## src/hdl/ngga_pkg.sv

```systemverilog
// Shared types, character codes and text tables for the GGA display formatter.
`timescale 1ns / 1ps

package ngga_pkg;

  // Result kinds
  typedef enum logic [1:0] {
    KIND_CHAR  = 2'd0,
    KIND_NL    = 2'd1,
    KIND_CLEAR = 2'd2
  } kind_t;

  // Command kinds queued between parser and expander
  typedef enum logic [2:0] {
    OP_ITEMS = 3'd0,  // explicit list of up to three results
    OP_TIME  = 3'd1,  // "Time: " label
    OP_LAT   = 3'd2,  // "Lat:  " label
    OP_LON   = 3'd3,  // "Lon: " label
    OP_ALT   = 3'd4,  // "Alt:  " label
    OP_SEC   = 3'd5   // seconds digits from minute fraction
  } op_t;

  localparam int ItemMax   = 3;
  localparam int FracW     = 17;
  localparam int QueueDepth = 4;

  typedef struct packed {
    kind_t      kind;
    logic [7:0] ch;
  } item_t;

  typedef struct packed {
    op_t                     op;
    logic [1:0]              n;      // item count for OP_ITEMS
    item_t [ItemMax-1:0]     items;
    logic [FracW-1:0]        frac;   // for OP_SEC
  } cmd_t;

  // Characters
  localparam logic [7:0] CH_NUL   = 8'h00;
  localparam logic [7:0] CH_LF    = 8'h0A;
  localparam logic [7:0] CH_SPACE = 8'h20;
  localparam logic [7:0] CH_COMMA = 8'h2C;
  localparam logic [7:0] CH_ZERO  = 8'h30;
  localparam logic [7:0] CH_NINE  = 8'h39;
  localparam logic [7:0] CH_COLON = 8'h3A;

  // Text, first character in the top byte
  localparam logic [47:0] TXT_HDR  = "$GPGGA";
  localparam logic [47:0] TXT_TIME = "Time: ";
  localparam logic [47:0] TXT_LAT  = "Lat:  ";
  localparam logic [47:0] TXT_LON  = "Lon:  ";
  localparam logic [47:0] TXT_ALT  = "Alt:  ";

  // Seconds = frac * 60 / 100000, as (frac * SecMul) >> SecShift, exact for frac < 100000
  localparam int SecShift = 30;
  localparam logic [19:0] SecMul = 20'd644246;

  function automatic logic [7:0] text_char(input logic [47:0] txt, input logic [2:0] idx);
    logic [5:0] base;
    base = 6'd47 - {idx, 3'b000};
    return txt[base -: 8];
  endfunction

  function automatic logic [7:0] label_char(input op_t op, input logic [2:0] idx);
    logic [7:0] c;
    unique case (op)
      OP_TIME: c = text_char(TXT_TIME, idx);
      OP_LAT:  c = text_char(TXT_LAT, idx);
      OP_LON:  c = text_char(TXT_LON, idx);
      OP_ALT:  c = text_char(TXT_ALT, idx);
      default: c = CH_NUL;
    endcase
    return c;
  endfunction

  function automatic item_t mk_item(input kind_t kind, input logic [7:0] ch);
    item_t it;
    it.kind = kind;
    it.ch   = ch;
    return it;
  endfunction

endpackage

```

## src/hdl/ngga_front.sv

```systemverilog
// Sentence parser: follows the GGA field layout and issues at most one display command per byte.
`timescale 1ns / 1ps

module ngga_front (
  input  logic            clk,
  input  logic            rst_n,
  input  logic            in_valid,
  input  logic [7:0]      in_byte,
  input  logic            q_full,
  output logic            in_ready,
  output logic            push,
  output ngga_pkg::cmd_t  push_cmd
);

  typedef enum logic [14:0] {
    PH_HDR   = 15'b000000000000001,
    PH_IDLE  = 15'b000000000000010,
    PH_PRE   = 15'b000000000000100,
    PH_TIME  = 15'b000000000001000,
    PH_SEPA  = 15'b000000000010000,
    PH_DEG   = 15'b000000000100000,
    PH_MIN   = 15'b000000001000000,
    PH_DOT   = 15'b000000010000000,
    PH_FRAC  = 15'b000000100000000,
    PH_SKIPC = 15'b000001000000000,
    PH_HEMI  = 15'b000010000000000,
    PH_SEPB  = 15'b000100000000000,
    PH_SKIP3 = 15'b001000000000000,
    PH_ALT   = 15'b010000000000000,
    PH_UNIT  = 15'b100000000000000
  } phase_t;

  phase_t                     phase_r, phase_nxt;
  logic [3:0]                 cnt_r, cnt_nxt;
  logic [ngga_pkg::FracW-1:0] frac_r, frac_nxt;
  logic                       lonf_r, lonf_nxt;

  logic                       acc;
  logic [7:0]                 c;
  logic [4:0]                 cnt_inc;
  logic                       is_digit;
  logic [20:0]                frac_mac;
  logic [7:0]                 deg_ch;

  assign in_ready = !q_full;
  assign acc      = in_valid && in_ready;
  assign c        = in_byte;
  assign cnt_inc  = {1'b0, cnt_r} + 5'd1;
  assign is_digit = (c >= ngga_pkg::CH_ZERO) && (c <= ngga_pkg::CH_NINE);
  assign frac_mac = {1'b0, frac_r, 3'b000} + {3'b000, frac_r, 1'b0}
                  + {13'd0, c - ngga_pkg::CH_ZERO};
  // leading zero of the longitude degrees shows as a blank
  assign deg_ch   = (lonf_r && cnt_r == 4'd0 && c == ngga_pkg::CH_ZERO) ?
                    ngga_pkg::CH_SPACE : c;

  always_comb begin
    phase_nxt = phase_r;
    cnt_nxt   = cnt_r;
    frac_nxt  = frac_r;
    lonf_nxt  = lonf_r;
    push      = 1'b0;
    push_cmd  = '0;
    push_cmd.op = ngga_pkg::OP_ITEMS;

    if (c == ngga_pkg::CH_LF) begin
      phase_nxt = PH_HDR;
      cnt_nxt   = 4'd0;
      frac_nxt  = '0;
      lonf_nxt  = 1'b0;
    end else if (c == ngga_pkg::CH_NUL) begin
      phase_nxt = PH_IDLE;
    end else begin
      unique case (phase_r)
        PH_HDR: begin
          if (cnt_r < 4'd6 && c == ngga_pkg::text_char(ngga_pkg::TXT_HDR, cnt_r[2:0])) begin
            if (cnt_r == 4'd5) begin
              push = 1'b1;
              push_cmd.n = 2'd1;
              push_cmd.items[0] = ngga_pkg::mk_item(ngga_pkg::KIND_CLEAR, ngga_pkg::CH_NUL);
              phase_nxt = PH_PRE;
              cnt_nxt   = 4'd0;
            end else begin
              cnt_nxt = cnt_inc[3:0];
            end
          end else begin
            phase_nxt = PH_IDLE;
          end
        end
        PH_PRE: begin
          if (c == ngga_pkg::CH_COMMA) begin
            push = 1'b1;
            push_cmd.op = ngga_pkg::OP_TIME;
            phase_nxt = PH_TIME;
            cnt_nxt   = 4'd0;
          end
        end
        PH_TIME: begin
          push = 1'b1;
          push_cmd.items[0] = ngga_pkg::mk_item(ngga_pkg::KIND_CHAR, c);
          if (cnt_r == 4'd1 || cnt_r == 4'd3) begin
            push_cmd.n = 2'd2;
            push_cmd.items[1] = ngga_pkg::mk_item(ngga_pkg::KIND_CHAR, ngga_pkg::CH_COLON);
          end else if (cnt_r >= 4'd8) begin
            push_cmd.n = 2'd3;
            push_cmd.items[1] = ngga_pkg::mk_item(ngga_pkg::KIND_CHAR, ngga_pkg::CH_SPACE);
            push_cmd.items[2] = ngga_pkg::mk_item(ngga_pkg::KIND_NL, ngga_pkg::CH_NUL);
          end else begin
            push_cmd.n = 2'd1;
          end
          if (cnt_r >= 4'd8) begin
            phase_nxt = PH_SEPA;
            cnt_nxt   = 4'd0;
          end else begin
            cnt_nxt = cnt_inc[3:0];
          end
        end
        PH_SEPA: begin
          if (c == ngga_pkg::CH_COMMA) begin
            push = 1'b1;
            push_cmd.op = ngga_pkg::OP_LAT;
            lonf_nxt  = 1'b0;
            phase_nxt = PH_DEG;
            cnt_nxt   = 4'd0;
          end else begin
            phase_nxt = PH_IDLE;
          end
        end
        PH_DEG: begin
          push = 1'b1;
          push_cmd.items[0] = ngga_pkg::mk_item(ngga_pkg::KIND_CHAR, deg_ch);
          if (cnt_inc >= (lonf_r ? 5'd3 : 5'd2)) begin
            push_cmd.n = 2'd2;
            push_cmd.items[1] = ngga_pkg::mk_item(ngga_pkg::KIND_CHAR, ngga_pkg::CH_SPACE);
            phase_nxt = PH_MIN;
            cnt_nxt   = 4'd0;
          end else begin
            push_cmd.n = 2'd1;
            cnt_nxt = cnt_inc[3:0];
          end
        end
        PH_MIN: begin
          push = 1'b1;
          push_cmd.items[0] = ngga_pkg::mk_item(ngga_pkg::KIND_CHAR, c);
          if (cnt_r >= 4'd1) begin
            push_cmd.n = 2'd2;
            push_cmd.items[1] = ngga_pkg::mk_item(ngga_pkg::KIND_CHAR, ngga_pkg::CH_SPACE);
            phase_nxt = PH_DOT;
            cnt_nxt   = 4'd0;
          end else begin
            push_cmd.n = 2'd1;
            cnt_nxt = cnt_inc[3:0];
          end
        end
        PH_DOT: begin
          phase_nxt = PH_FRAC;
          cnt_nxt   = 4'd0;
          frac_nxt  = '0;
        end
        PH_FRAC: begin
          if (!is_digit) begin
            phase_nxt = PH_IDLE;
          end else begin
            frac_nxt = frac_mac[ngga_pkg::FracW-1:0];
            if (cnt_r >= 4'd4) begin
              push = 1'b1;
              push_cmd.op   = ngga_pkg::OP_SEC;
              push_cmd.frac = frac_mac[ngga_pkg::FracW-1:0];
              phase_nxt = PH_SKIPC;
              cnt_nxt   = 4'd0;
            end else begin
              cnt_nxt = cnt_inc[3:0];
            end
          end
        end
        PH_SKIPC: phase_nxt = PH_HEMI;
        PH_HEMI: begin
          push = 1'b1;
          push_cmd.n = 2'd3;
          push_cmd.items[0] = ngga_pkg::mk_item(ngga_pkg::KIND_CHAR, ngga_pkg::CH_SPACE);
          push_cmd.items[1] = ngga_pkg::mk_item(ngga_pkg::KIND_CHAR, c);
          push_cmd.items[2] = ngga_pkg::mk_item(ngga_pkg::KIND_NL, ngga_pkg::CH_NUL);
          phase_nxt = PH_SEPB;
        end
        PH_SEPB: begin
          if (c != ngga_pkg::CH_COMMA) begin
            phase_nxt = PH_IDLE;
          end else if (!lonf_r) begin
            push = 1'b1;
            push_cmd.op = ngga_pkg::OP_LON;
            lonf_nxt  = 1'b1;
            phase_nxt = PH_DEG;
            cnt_nxt   = 4'd0;
          end else begin
            phase_nxt = PH_SKIP3;
            cnt_nxt   = 4'd0;
          end
        end
        PH_SKIP3: begin
          if (c == ngga_pkg::CH_COMMA) begin
            if (cnt_inc >= 5'd3) begin
              push = 1'b1;
              push_cmd.op = ngga_pkg::OP_ALT;
              phase_nxt = PH_ALT;
              cnt_nxt   = 4'd0;
            end else begin
              cnt_nxt = cnt_inc[3:0];
            end
          end
        end
        PH_ALT: begin
          if (c == ngga_pkg::CH_COMMA) begin
            phase_nxt = PH_UNIT;
          end else begin
            push = 1'b1;
            push_cmd.n = 2'd1;
            push_cmd.items[0] = ngga_pkg::mk_item(ngga_pkg::KIND_CHAR, c);
          end
        end
        PH_UNIT: begin
          push = 1'b1;
          push_cmd.n = 2'd2;
          push_cmd.items[0] = ngga_pkg::mk_item(ngga_pkg::KIND_CHAR, ngga_pkg::CH_SPACE);
          push_cmd.items[1] = ngga_pkg::mk_item(ngga_pkg::KIND_CHAR, c);
          phase_nxt = PH_IDLE;
        end
        default: phase_nxt = PH_IDLE;
      endcase
    end

    if (!acc) begin
      push = 1'b0;
    end
  end

  always_ff @(posedge clk) begin
    if (!rst_n) begin
      phase_r <= PH_HDR;
      cnt_r   <= 4'd0;
      frac_r  <= '0;
      lonf_r  <= 1'b0;
    end else if (acc) begin
      phase_r <= phase_nxt;
      cnt_r   <= cnt_nxt;
      frac_r  <= frac_nxt;
      lonf_r  <= lonf_nxt;
    end
  end

endmodule

```

## src/hdl/ngga_cmd_fifo.sv

```systemverilog
// Four-entry command queue between parser and expander.
`timescale 1ns / 1ps

module ngga_cmd_fifo (
  input  logic            clk,
  input  logic            rst_n,
  input  logic            push,
  input  ngga_pkg::cmd_t  push_cmd,
  output logic            full,
  output logic            head_valid,
  output ngga_pkg::cmd_t  head_cmd,
  input  logic            pop
);

  localparam int PtrW = $clog2(ngga_pkg::QueueDepth);

  ngga_pkg::cmd_t entry_r [ngga_pkg::QueueDepth];
  logic [PtrW-1:0] wr_ptr_r, rd_ptr_r;
  logic [PtrW:0]   count_r, count_nxt;

  assign full       = (count_r == (PtrW + 1)'(ngga_pkg::QueueDepth));
  assign head_valid = (count_r != '0);
  assign head_cmd   = entry_r[rd_ptr_r];

  always_comb begin
    count_nxt = count_r;
    if (push && !pop) begin
      count_nxt = count_r + 1'b1;
    end else if (pop && !push) begin
      count_nxt = count_r - 1'b1;
    end
  end

  always_ff @(posedge clk) begin
    if (!rst_n) begin
      wr_ptr_r <= '0;
      rd_ptr_r <= '0;
      count_r  <= '0;
    end else begin
      count_r <= count_nxt;
      if (push) begin
        wr_ptr_r <= wr_ptr_r + 1'b1;
      end
      if (pop) begin
        rd_ptr_r <= rd_ptr_r + 1'b1;
      end
    end
  end

  always_ff @(posedge clk) begin
    if (push) begin
      entry_r[wr_ptr_r] <= push_cmd;
    end
  end

endmodule

```

## src/hdl/ngga_back.sv

```systemverilog
// Command expander: queued commands to the output register, one result per cycle unless stalled.
`timescale 1ns / 1ps

module ngga_back (
  input  logic            clk,
  input  logic            rst_n,
  input  logic            head_valid,
  input  ngga_pkg::cmd_t  head_cmd,
  output logic            pop,
  output logic            out_valid,
  input  logic            out_ready,
  output logic [7:0]      out_char,
  output logic [1:0]      out_kind,
  output logic            out_last
);

  logic [2:0]  idx_r, idx_nxt;
  logic        ov_r;
  logic [7:0]  ch_r;
  logic [1:0]  kind_r;
  logic        last_r;

  logic [36:0] sec_prod;
  logic [5:0]  sec;
  logic [3:0]  tens;
  logic [5:0]  units;
  logic [2:0]  len;
  logic [7:0]  res_ch;
  ngga_pkg::kind_t res_kind;
  logic        res_last;
  logic        load;
  logic        emit;
  ngga_pkg::item_t cur_item;

  // seconds from the five-digit fraction, below 60
  assign sec_prod = 37'(head_cmd.frac) * 37'(ngga_pkg::SecMul);
  assign sec      = sec_prod[ngga_pkg::SecShift +: 6];

  always_comb begin
    priority if (sec >= 6'd50) tens = 4'd5;
    else if (sec >= 6'd40)     tens = 4'd4;
    else if (sec >= 6'd30)     tens = 4'd3;
    else if (sec >= 6'd20)     tens = 4'd2;
    else if (sec >= 6'd10)     tens = 4'd1;
    else                       tens = 4'd0;
  end

  assign units = sec - ({2'b00, tens} * 6'd10);

  always_comb begin
    unique case (head_cmd.op)
      ngga_pkg::OP_ITEMS: len = {1'b0, head_cmd.n};
      ngga_pkg::OP_LON:   len = 3'd5;
      ngga_pkg::OP_SEC:   len = (tens != 4'd0) ? 3'd2 : 3'd1;
      default:            len = 3'd6;
    endcase
  end

  assign cur_item = head_cmd.items[idx_r[1:0]];

  always_comb begin
    res_kind = ngga_pkg::KIND_CHAR;
    res_ch   = ngga_pkg::CH_NUL;
    unique case (head_cmd.op)
      ngga_pkg::OP_ITEMS: begin
        res_kind = cur_item.kind;
        res_ch   = cur_item.ch;
      end
      ngga_pkg::OP_SEC: begin
        if (len == 3'd2 && idx_r == 3'd0) begin
          res_ch = ngga_pkg::CH_ZERO + {4'd0, tens};
        end else begin
          res_ch = ngga_pkg::CH_ZERO + {2'd0, units};
        end
      end
      default: res_ch = ngga_pkg::label_char(head_cmd.op, idx_r);
    endcase
  end

  assign res_last = (idx_r + 3'd1 == len);
  assign load     = !ov_r || out_ready;
  assign emit     = head_valid && load;
  assign pop      = emit && res_last;
  assign idx_nxt  = pop ? 3'd0 : idx_r + 3'd1;

  always_ff @(posedge clk) begin
    if (!rst_n) begin
      idx_r <= 3'd0;
      ov_r  <= 1'b0;
    end else begin
      if (emit) begin
        idx_r <= idx_nxt;
      end
      if (load) begin
        ov_r <= head_valid;
      end
    end
  end

  always_ff @(posedge clk) begin
    if (emit) begin
      ch_r   <= res_ch;
      kind_r <= res_kind;
      last_r <= res_last;
    end
  end

  assign out_valid = ov_r;
  assign out_char  = ch_r;
  assign out_kind  = kind_r;
  assign out_last  = last_r;

endmodule

```

## src/hdl/nmea_gga_display_formatter_top.sv

```systemverilog
// Top level of the GGA sentence to display stream formatter.
`timescale 1ns / 1ps

// Channel  Dir  Ports                       Request
// in       in   in_tvalid/tready/tdata      one received byte, tdata[7:0] = rx_byte
// out      out  out_tvalid/tready/tdata     one display result: char, kind (tuser), last
//                    /tuser/tlast
//
// A byte is taken in any cycle in which the four-entry command queue has room.
// The parser handles it in that cycle and queues at most one command; the
// expander sends one result per cycle while out_tready allows, so a byte
// yields as many results as its command holds (zero to six), labels longest.
// Reset (rst_n low, synchronous) returns the parser to header search and empties
// the queue and the output register. Output stalls back up through the queue to
// in_tready only once all four entries are in use.

module nmea_gga_display_formatter_top (
  input  logic       clk,
  input  logic       rst_n,
  input  logic       in_tvalid,
  output logic       in_tready,
  input  logic [7:0] in_tdata,   // [7:0] rx_byte
  output logic       out_tvalid,
  input  logic       out_tready,
  output logic [7:0] out_tdata,  // [7:0] out_char
  output logic [1:0] out_tuser,  // [1:0] out_kind
  output logic       out_tlast
);

  logic           q_full;
  logic           push;
  ngga_pkg::cmd_t push_cmd;
  logic           head_valid;
  ngga_pkg::cmd_t head_cmd;
  logic           pop;

  // front: header match, field tracking, fraction accumulation
  ngga_front u_front (
    .clk      (clk),
    .rst_n    (rst_n),
    .in_valid (in_tvalid),
    .in_byte  (in_tdata),
    .q_full   (q_full),
    .in_ready (in_tready),
    .push     (push),
    .push_cmd (push_cmd)
  );

  // decouples the byte side from output back-pressure
  ngga_cmd_fifo u_fifo (
    .clk        (clk),
    .rst_n      (rst_n),
    .push       (push),
    .push_cmd   (push_cmd),
    .full       (q_full),
    .head_valid (head_valid),
    .head_cmd   (head_cmd),
    .pop        (pop)
  );

  // back: label text, seconds conversion, one result a cycle while the output accepts
  ngga_back u_back (
    .clk        (clk),
    .rst_n      (rst_n),
    .head_valid (head_valid),
    .head_cmd   (head_cmd),
    .pop        (pop),
    .out_valid  (out_tvalid),
    .out_ready  (out_tready),
    .out_char   (out_tdata),
    .out_kind   (out_tuser),
    .out_last   (out_tlast)
  );

endmodule
```

## config.mk

```make
export PLATFORM = sky130hd
export DESIGN_NAME = nmea_gga_display_formatter_top
export DESIGN_NICKNAME = d
export VERILOG_FILES = /design/src/hdl/ngga_pkg.sv /design/src/hdl/ngga_front.sv /design/src/hdl/ngga_cmd_fifo.sv /design/src/hdl/ngga_back.sv /design/src/hdl/nmea_gga_display_formatter_top.sv
export SDC_FILE = /design/constraint.sdc
export NUM_CORES = 1
export LEC_CHECK = 0
export BUFFER_PORTS_ARGS = -buffer_cell sky130_fd_sc_hd__buf_2
export CAP_MARGIN = 20
export CORE_MARGIN = 2
export CORE_UTILIZATION = 40
export CTS_BUF_LIST = sky130_fd_sc_hd__clkbuf_4
export DETAILED_ROUTE_END_ITERATION = 16
export GPL_TIMING_DRIVEN = 0
export MAX_ROUTING_LAYER = met4
export SYNTH_ARGS = -nofsm -noshare
export SYNTH_HDL_FRONTEND = slang
export SYNTH_SLANG_ARGS = --single-unit
```

## constraint.sdc

```tcl
create_clock -name clk -period 12.4 [get_ports clk]
set_clock_uncertainty 0.15 [all_clocks]
set_input_delay 2.48 -clock clk [delete_from_list [all_inputs] [get_ports clk]]
set_output_delay 2.48 -clock clk [all_outputs]
set_load 0.01 [all_outputs]
```

==> results.md, run 1 <==
* Power share of the clock group at 0.433
* Most frequent cells in the layout: inv_1, ha_1, edfxtp_1, fa_1, clkbuf_4
* Async SR Flop Fraction at 0
* P per Cell Area at 79.5 nW/um^2
* Synth Instances at 1483
* DR iter-0 viols at ~780
* Commonest non-fill, non-tap cell in the layout: inv_1
* Starting Density at 0.407
* Die area at between 40000 and 50000 um^2
* Flop pwr share at 0.538
* VDD IR max at between 40 and 50 uV
* R2R Setup Slk at between 1.5 and 2 ns
* Required time worst endpoint at roughly 13 ns
* Post-synth EDFFs at approximately 170
* Leakage at approximately 7.8 nW
* CP Launch Type: flop
* Comb pwr share at 0.029
* First-pass GRT wire length at slightly above 60000 um
* Sequential area share after synthesis at 0.366
* CTS tree: yes
* Die width at about 210 um
* Wirelength, routed at between 30000 and 40000 um
* # setup viols final at 0
* Clock Root Buffer: clkbuf_4
* Minimum clock period at 10.58 ns
* Die H at approximately 210 um
* Final hold vios at 0
* Num CTS Buffers at 56
* Area Overhead vs Synth at 9.80%
* Initial antenna violation count at 1
* Clock Path Buffers at 3
* Cell taking the most area after synthesis: edfxtp_1
* CP Capture Type: flop
* CTS Sinks at 220
* Max_slew headroom at 0.317
* DRC at 0
* Max Slew Vio Count at 0
* Register bit total from synthesis at 220
* Placed cells at about 2000
* Final worst slack at 1.82 ns
* Number of max-cap violations at 0
* Router iterations before antenna repair at 6
* Final period utilization at 0.853
* Storage cell area at 6120 um^2
* WS Path Type: reg2reg
* Critical path peak fanout at 10
* Final Instance Area at ~18000 um^2
* # IOs at 25
* Sw frac at 0.226
* Crit path top cell by count: inv_1
* Worst r2r path cells at 36
* Psw at roughly 330 uW
* Hold_sp: u_fifo.rd_ptr_r[1]
* Antenna Nets Post-Route at 0
* Synth top area share at 0.307
* Post-CTS resize count at 0
* Worst hold path type: reg2reg
* Post-synthesis cell area at 16700 um^2
* FF-to-FF End: u_back.out_char[5]
* Port bufs at 23
* Filler instances at about 3800
* Fin util at 0.447
* Routed vias at roughly 11000
* WP buf/inv at 11
* Worst-path clk slew at around 0.07 ns
* Hold Path Depth at 2
* Internal at ~1.1 mW
* Post-synthesis cell type count at 83
* H-tree Lvls at 2
* Postcts setup bufs at 0
* DR WL/cell at between 15 and 20 um
* Final layout net count at ~1900
* GRT Util Overall at 0.184
* Global route total overflow at 0
* Multi-input logic area at about 9600 um^2
* Layout cells sized above 1 at 0.123
* Min Hold Slack at 0.332 ns
* CP arrival at between 10 and 15 ns
* RSZ-0062 raised after global routing: no
* Worst Max-Slew Pin Slew at about 1.0 ns
* # hold bufs at CTS at 0
* Outcome: complete, no violations
* Detailed placement HPWL at slightly below 30000 um
* Final std cells w/o fill at 2150
* Main synth FF type: edfxtp_1
* Placed inst area at approximately 18000 um^2
* Vias per std cell at around 5.2
* Top post-synthesis cells by area: edfxtp_1, ha_1, fa_1
* # rows at between 70 and 80
* Delay-heaviest family, CP: adder cells
* CP peak stage delay at roughly 0.66 ns
* Final weighted congestion in routability-driven placement at approximately 0.93
* Avg Cell Area, Syn at around 11 um^2
* Synth warnings at 0
* Skew-Pair Late Insertion Delay at around 0.72 ns
* Vias in the first global route at 11700
* Mapped Nets at 1804
* Max Clock Freq at 94.5 MHz
* Setup TNS at 0 ns
* Tot Pwr at roughly 1.5 mW
* Core area at 41000 um^2
* Largest net degree at the start of global routing at 33
* Post-Place Worst Slack at 1.25 ns
* CP max stage cell: clkbuf_1
power by group through the flow:
stage               sequential [mW]  combinational [mW]  clock (mW)
floorplan                     0.801              0.0274           0
global placement              0.801              0.0418           0
detailed placement            0.801              0.0419           0
CTS                           0.785              0.0420       0.651
global route                  0.785              0.0468       0.688
finish                        0.785              0.0422       0.631
worst register-to-register path: cells and delay by family, from the launching register on:
family	cells	cell delay (ns)
simple gates	5	0.95
flops	1	0.42
compound gates	7	1.52
fa+ha+maj	10	4.12
mux	1	0.54
buf+inv	11	2.31
xor+xnor	2	0.29
worst max-delay path by stage:
stage / startpoint / endpoint / slack [ns] / cells past startpoint
final: flop / u_back.out_char[5] / 1.82 / 36
after global routing: flop / u_back.out_char[5] / 1.08 / 36
after CTS: flop / u_back.out_char[5] / 1.29 / 37
after detailed placement: flop / u_back.out_char[5] / 1.25 / 37
after global placement: flop / u_back.out_char[5] / 1.33 / 37
after floorplan: flop / u_back.out_char[5] / 2.83 / 36
layout make-up:
| cell class | instances | share of cell area |
|---|---|---|
| Multi-Input combinational cell | 995 | 0.523 |
| Sequential cell | 220 | 0.333 |
| Inverter | 230 | 0.0470 |
| Tap cell | 532 | 0.0363 |
| Clock buffer | 83 | 0.0340 |
| Timing Repair Buffer | 29 | 0.0117 |
| Buffer | 38 | 0.00805 |
| Clock inverter | 21 | 0.00675 |
| Antenna cell | 2 | 0.000273 |
cell usage after synthesis, drive strengths merged (9+ instances only):
master,number
a21boi,9
a21o,11
a21oi,54
a22oi,22
a31oi,9
and2,20
and3,12
buf,9
clkbuf,29
dfxtp,49
edfxtp,171
fa,105
ha,204
inv,230
mux2i,12
mux4,40
nand2,74
nand2b,16
nand3,19
nand4,14
nor2,74
nor2b,47
nor3,26
nor3b,13
nor4,13
o21a,11
o21ai,43
or2,9
xnor2,28
xor2,10
sequential cells by signal, indices dropped and copies added (netlist names), named ones only:
signal            cells
u_back.out_last       1
u_front.frac_r       16
u_fifo.wr_ptr_r       2
u_fifo.rd_ptr_r       2
u_fifo.count_r        3
u_front.cnt_r         4
u_back.out_kind       2
u_front.phase_r      15
u_back.out_valid      1
u_back.idx_r          3
u_fifo.entry_r      160
u_front.lonf_r        1
u_back.out_char       8
metal layers:
metal	up-vias	track usage	part of all wire
li1	5495	-	-
met1	5496	0.248	0.47
met2	226	0.298	0.47
met3	51	0.0238	0.038
met4	0	0.0399	0.015
met5	-	-	0
cells by family (layout without fill, tap and decap cells):
| logic type | count (synthesis) | after routing | share of synthesized area |
|---|---|---|---|
| and+or+nand+nor | 367 | 367 | 0.119 |
| adders and majority gates | 310 | 310 | 0.279 |
| buffers and inverters | 268 | 401 | 0.0605 |
| AOI/OAI and AO/OA | 227 | 227 | 0.0934 |
| DFF | 220 | 220 | 0.366 |
| muxes | 53 | 53 | 0.0618 |
| xor gates and xnor gates | 38 | 38 | 0.0208 |
| other | 0 | 2 | 0 |
No activity file was read; power rests on OpenSTA's default activity.
==> run 2, diff against run 1 <==
Settings changed: MAX_ROUTING_LAYER met4 to not set.
==> run 2 against run 1 <==
Net effect:
- core utilization about the same
- sequential power about the same
- cell area about the same
- clock power decreased by 2%
- largest cell class unchanged
- total power decreased by 0.80%
- non-clock buffer count decreased by 1
- combinational power increased by 1%
- highest routed layer unchanged
- sequential share of layout area about the same
- global-route usage decreased by 0.52 points
- via count increased by 1.2%
==> results.md, run 2 (synthesis results as in run 1) <==
* # IOs at 25 (unchanged)
* Routed vias at 11400 (was 11300)
* # hold bufs at CTS at 0 (unchanged)
* Worst Max-Slew Pin Slew at 1.04 ns (was 1.01 ns)
* Worst r2r path cells at 37 (was 36)
* Skew-Pair Late Insertion Delay at 0.70 ns (was 0.72 ns)
* Final layout net count at 1892 (was 1891)
* Die H at 208 um (unchanged)
* Max Clock Freq at 91.2 MHz (was 94.5 MHz)
* CTS Sinks at 220 (unchanged)
* CP arrival at 11.24 ns (was 10.89 ns)
* Final worst slack at 1.43 ns (was 1.82 ns)
* Wirelength, routed at 37900 um (was 38400 um)
* VDD IR max at 48.3 uV (was 48.2 uV)
* CP max stage cell: buf_1 (was clkbuf_1)
* Required time worst endpoint at 12.68 ns (was 12.70 ns)
* Tot Pwr at 1.45 mW (was 1.46 mW)
* # setup viols final at 0 (unchanged)
* Detailed placement HPWL at 29800 um (was 29600 um)
* Number of max-cap violations at 0 (unchanged)
* CP peak stage delay at 0.81 ns (was 0.66 ns)
* Max Slew Vio Count at 0 (unchanged)
* Largest registers: u_fifo.entry_r (160), u_front.frac_r (16), u_front.phase_r (15) (unchanged)
* Initial antenna violation count at 1 (unchanged)
* Core area at 41000 um^2 (unchanged)
* Commonest non-fill, non-tap cell in the layout: inv_1 (unchanged)
* Worst hold path type: reg2reg (unchanged)
* CTS tree: yes (unchanged)
* Area Overhead vs Synth at 9.70% (was 9.80%)
* Antenna Nets Post-Route at 0 (unchanged)
* R2R Setup Slk at 1.43 ns (was 1.82 ns)
* Clock Path Buffers at 3 (unchanged)
* WP buf/inv at 12 (was 11)
* Layout cells sized above 1 at 0.126 (was 0.123)
* Die width at 208 um (unchanged)
* Die area at 43400 um^2 (unchanged)
* Starting Density at 0.407 (unchanged)
* Final weighted congestion in routability-driven placement at 0.918 (was 0.931)
* Post-Place Worst Slack at 1.30 ns (was 1.25 ns)
* Num CTS Buffers at 58 (was 56)
* CP Capture Point: u_back.out_char[5] (unchanged)
* Max_slew headroom at 0.303 (was 0.317)
* DRC at 0 (unchanged)
* Most frequent cells in the layout: inv_1, ha_1, edfxtp_1, fa_1, clkbuf_4 (unchanged)
* Global route total overflow at 0 (unchanged)
* Post-CTS resize count at 0 (unchanged)
* Postcts setup bufs at 0 (unchanged)
* Router iterations before antenna repair at 5 (was 6)
* Crit path top cell by count: inv_1 (unchanged)
* Port bufs at 23 (unchanged)
* Delay-heaviest family, CP: adder cells (unchanged)
* Largest net degree at the start of global routing at 34 (was 33)
* H-tree Lvls at 2 (unchanged)
* Largest register FFs at 160 (unchanged)
* Placed cells at 2042 (unchanged)
* DR iter-0 viols at 711 (was 781)
* Worst-path clk slew at 0.07 ns (about the same)
* Outcome: complete, no violations (unchanged)
* Clock Root Buffer: clkbuf_4 (unchanged)
* Min Hold Slack at 0.335 ns (was 0.332 ns)
* FF-to-FF End: u_back.out_char[5] (unchanged)
* First-pass GRT wire length at 62200 um (was 61800 um)
* Biggest register: u_fifo.entry_r (unchanged)
* Minimum clock period at 10.97 ns (was 10.58 ns)
* P per Cell Area at 78.9 nW/um^2 (was 79.5 nW/um^2)
* Vias per std cell at 5.31 (was 5.24)
* Final hold vios at 0 (unchanged)
* Vias in the first global route at 11700 (about the same)
* GRT Util Overall at 0.179 (was 0.184)
* Leakage at 7.85 nW (about the same)
* WS Path Type: reg2reg (unchanged)
* RSZ-0062 raised after global routing: no (unchanged)
* Setup TNS at 0 ns (unchanged)
* Crit path depth at 37 (was 36)
* CP Capture Type: flop (unchanged)
* Final std cells w/o fill at 2150 (unchanged)
* DR WL/cell at 17.6 um (was 17.8 um)
* CP Launch Type: flop (unchanged)
* # rows at 74 (unchanged)
* Final period utilization at 0.884 (was 0.853)
* Critical path peak fanout at 10 (unchanged)
run 2: worst min path at each step:
stage / slack, ns / end / depth (start not counted) / start
after global routing: 0.38 / u_back.out_valid / 2 / u_back.out_valid
after detailed placement: 0.32 / u_back.out_valid / 2 / u_back.out_valid
after global placement: 0.31 / u_fifo.rd_ptr_r[1] / 2 / u_fifo.rd_ptr_r[1]
after CTS: 0.33 / u_back.out_valid / 2 / u_back.out_valid
final: 0.34 / u_back.out_valid / 2 / u_back.out_valid
after floorplan: 0.30 / flop / 2 / u_fifo.rd_ptr_r[1]
run 2: per-layer routing:
layer	global-route usage	vias up	wire length (um)
li1	-	5475	-
met1	0.252	5646	18300
met2	0.294	238	17700
met3	0.0196	48	1380
met4	0.0456	0	571
met5	0	-	0
run 2: worst min-delay path: cells and delay by family, from the launching register on:
kind	cells	cell delay [ns]
AOI/OAI and AO/OA	1	0.06
and+or+nand+nor	1	0.05
DFF	1	0.32
run 2: report_power, final:
part / total, mW / switching [mW] / internal (mW)
registers: 0.785 / 0.00135 / 0.784
logic: 0.0427 / 0.0280 / 0.0148
clock network: 0.618 / 0.291 / 0.327
total: 1.45 / 0.320 / 1.13
run 2: area by class of cell:
cell class / instances / area (um^2)
clock buffers: 89 / 668
flip-flops and latches: 220 / 6120
inverters: 230 / 863
fillers: 3838 / 22700
multi-input cells: 995 / 9590
well taps: 532 / 666
clock inverters: 16 / 76.3
diodes: 2 / 5.00
plain buffers: 38 / 148
repair buffers: 28 / 200
run 2: stage by stage:
stage / cell area, um^2 / utilization
after floorplan: 16700 / -
after global routing: 18300 / 0.447
final: 18300 / 0.447
after detailed placement: 17600 / 0.429
after CTS: 18300 / 0.447
after global placement: 17500 / 0.426
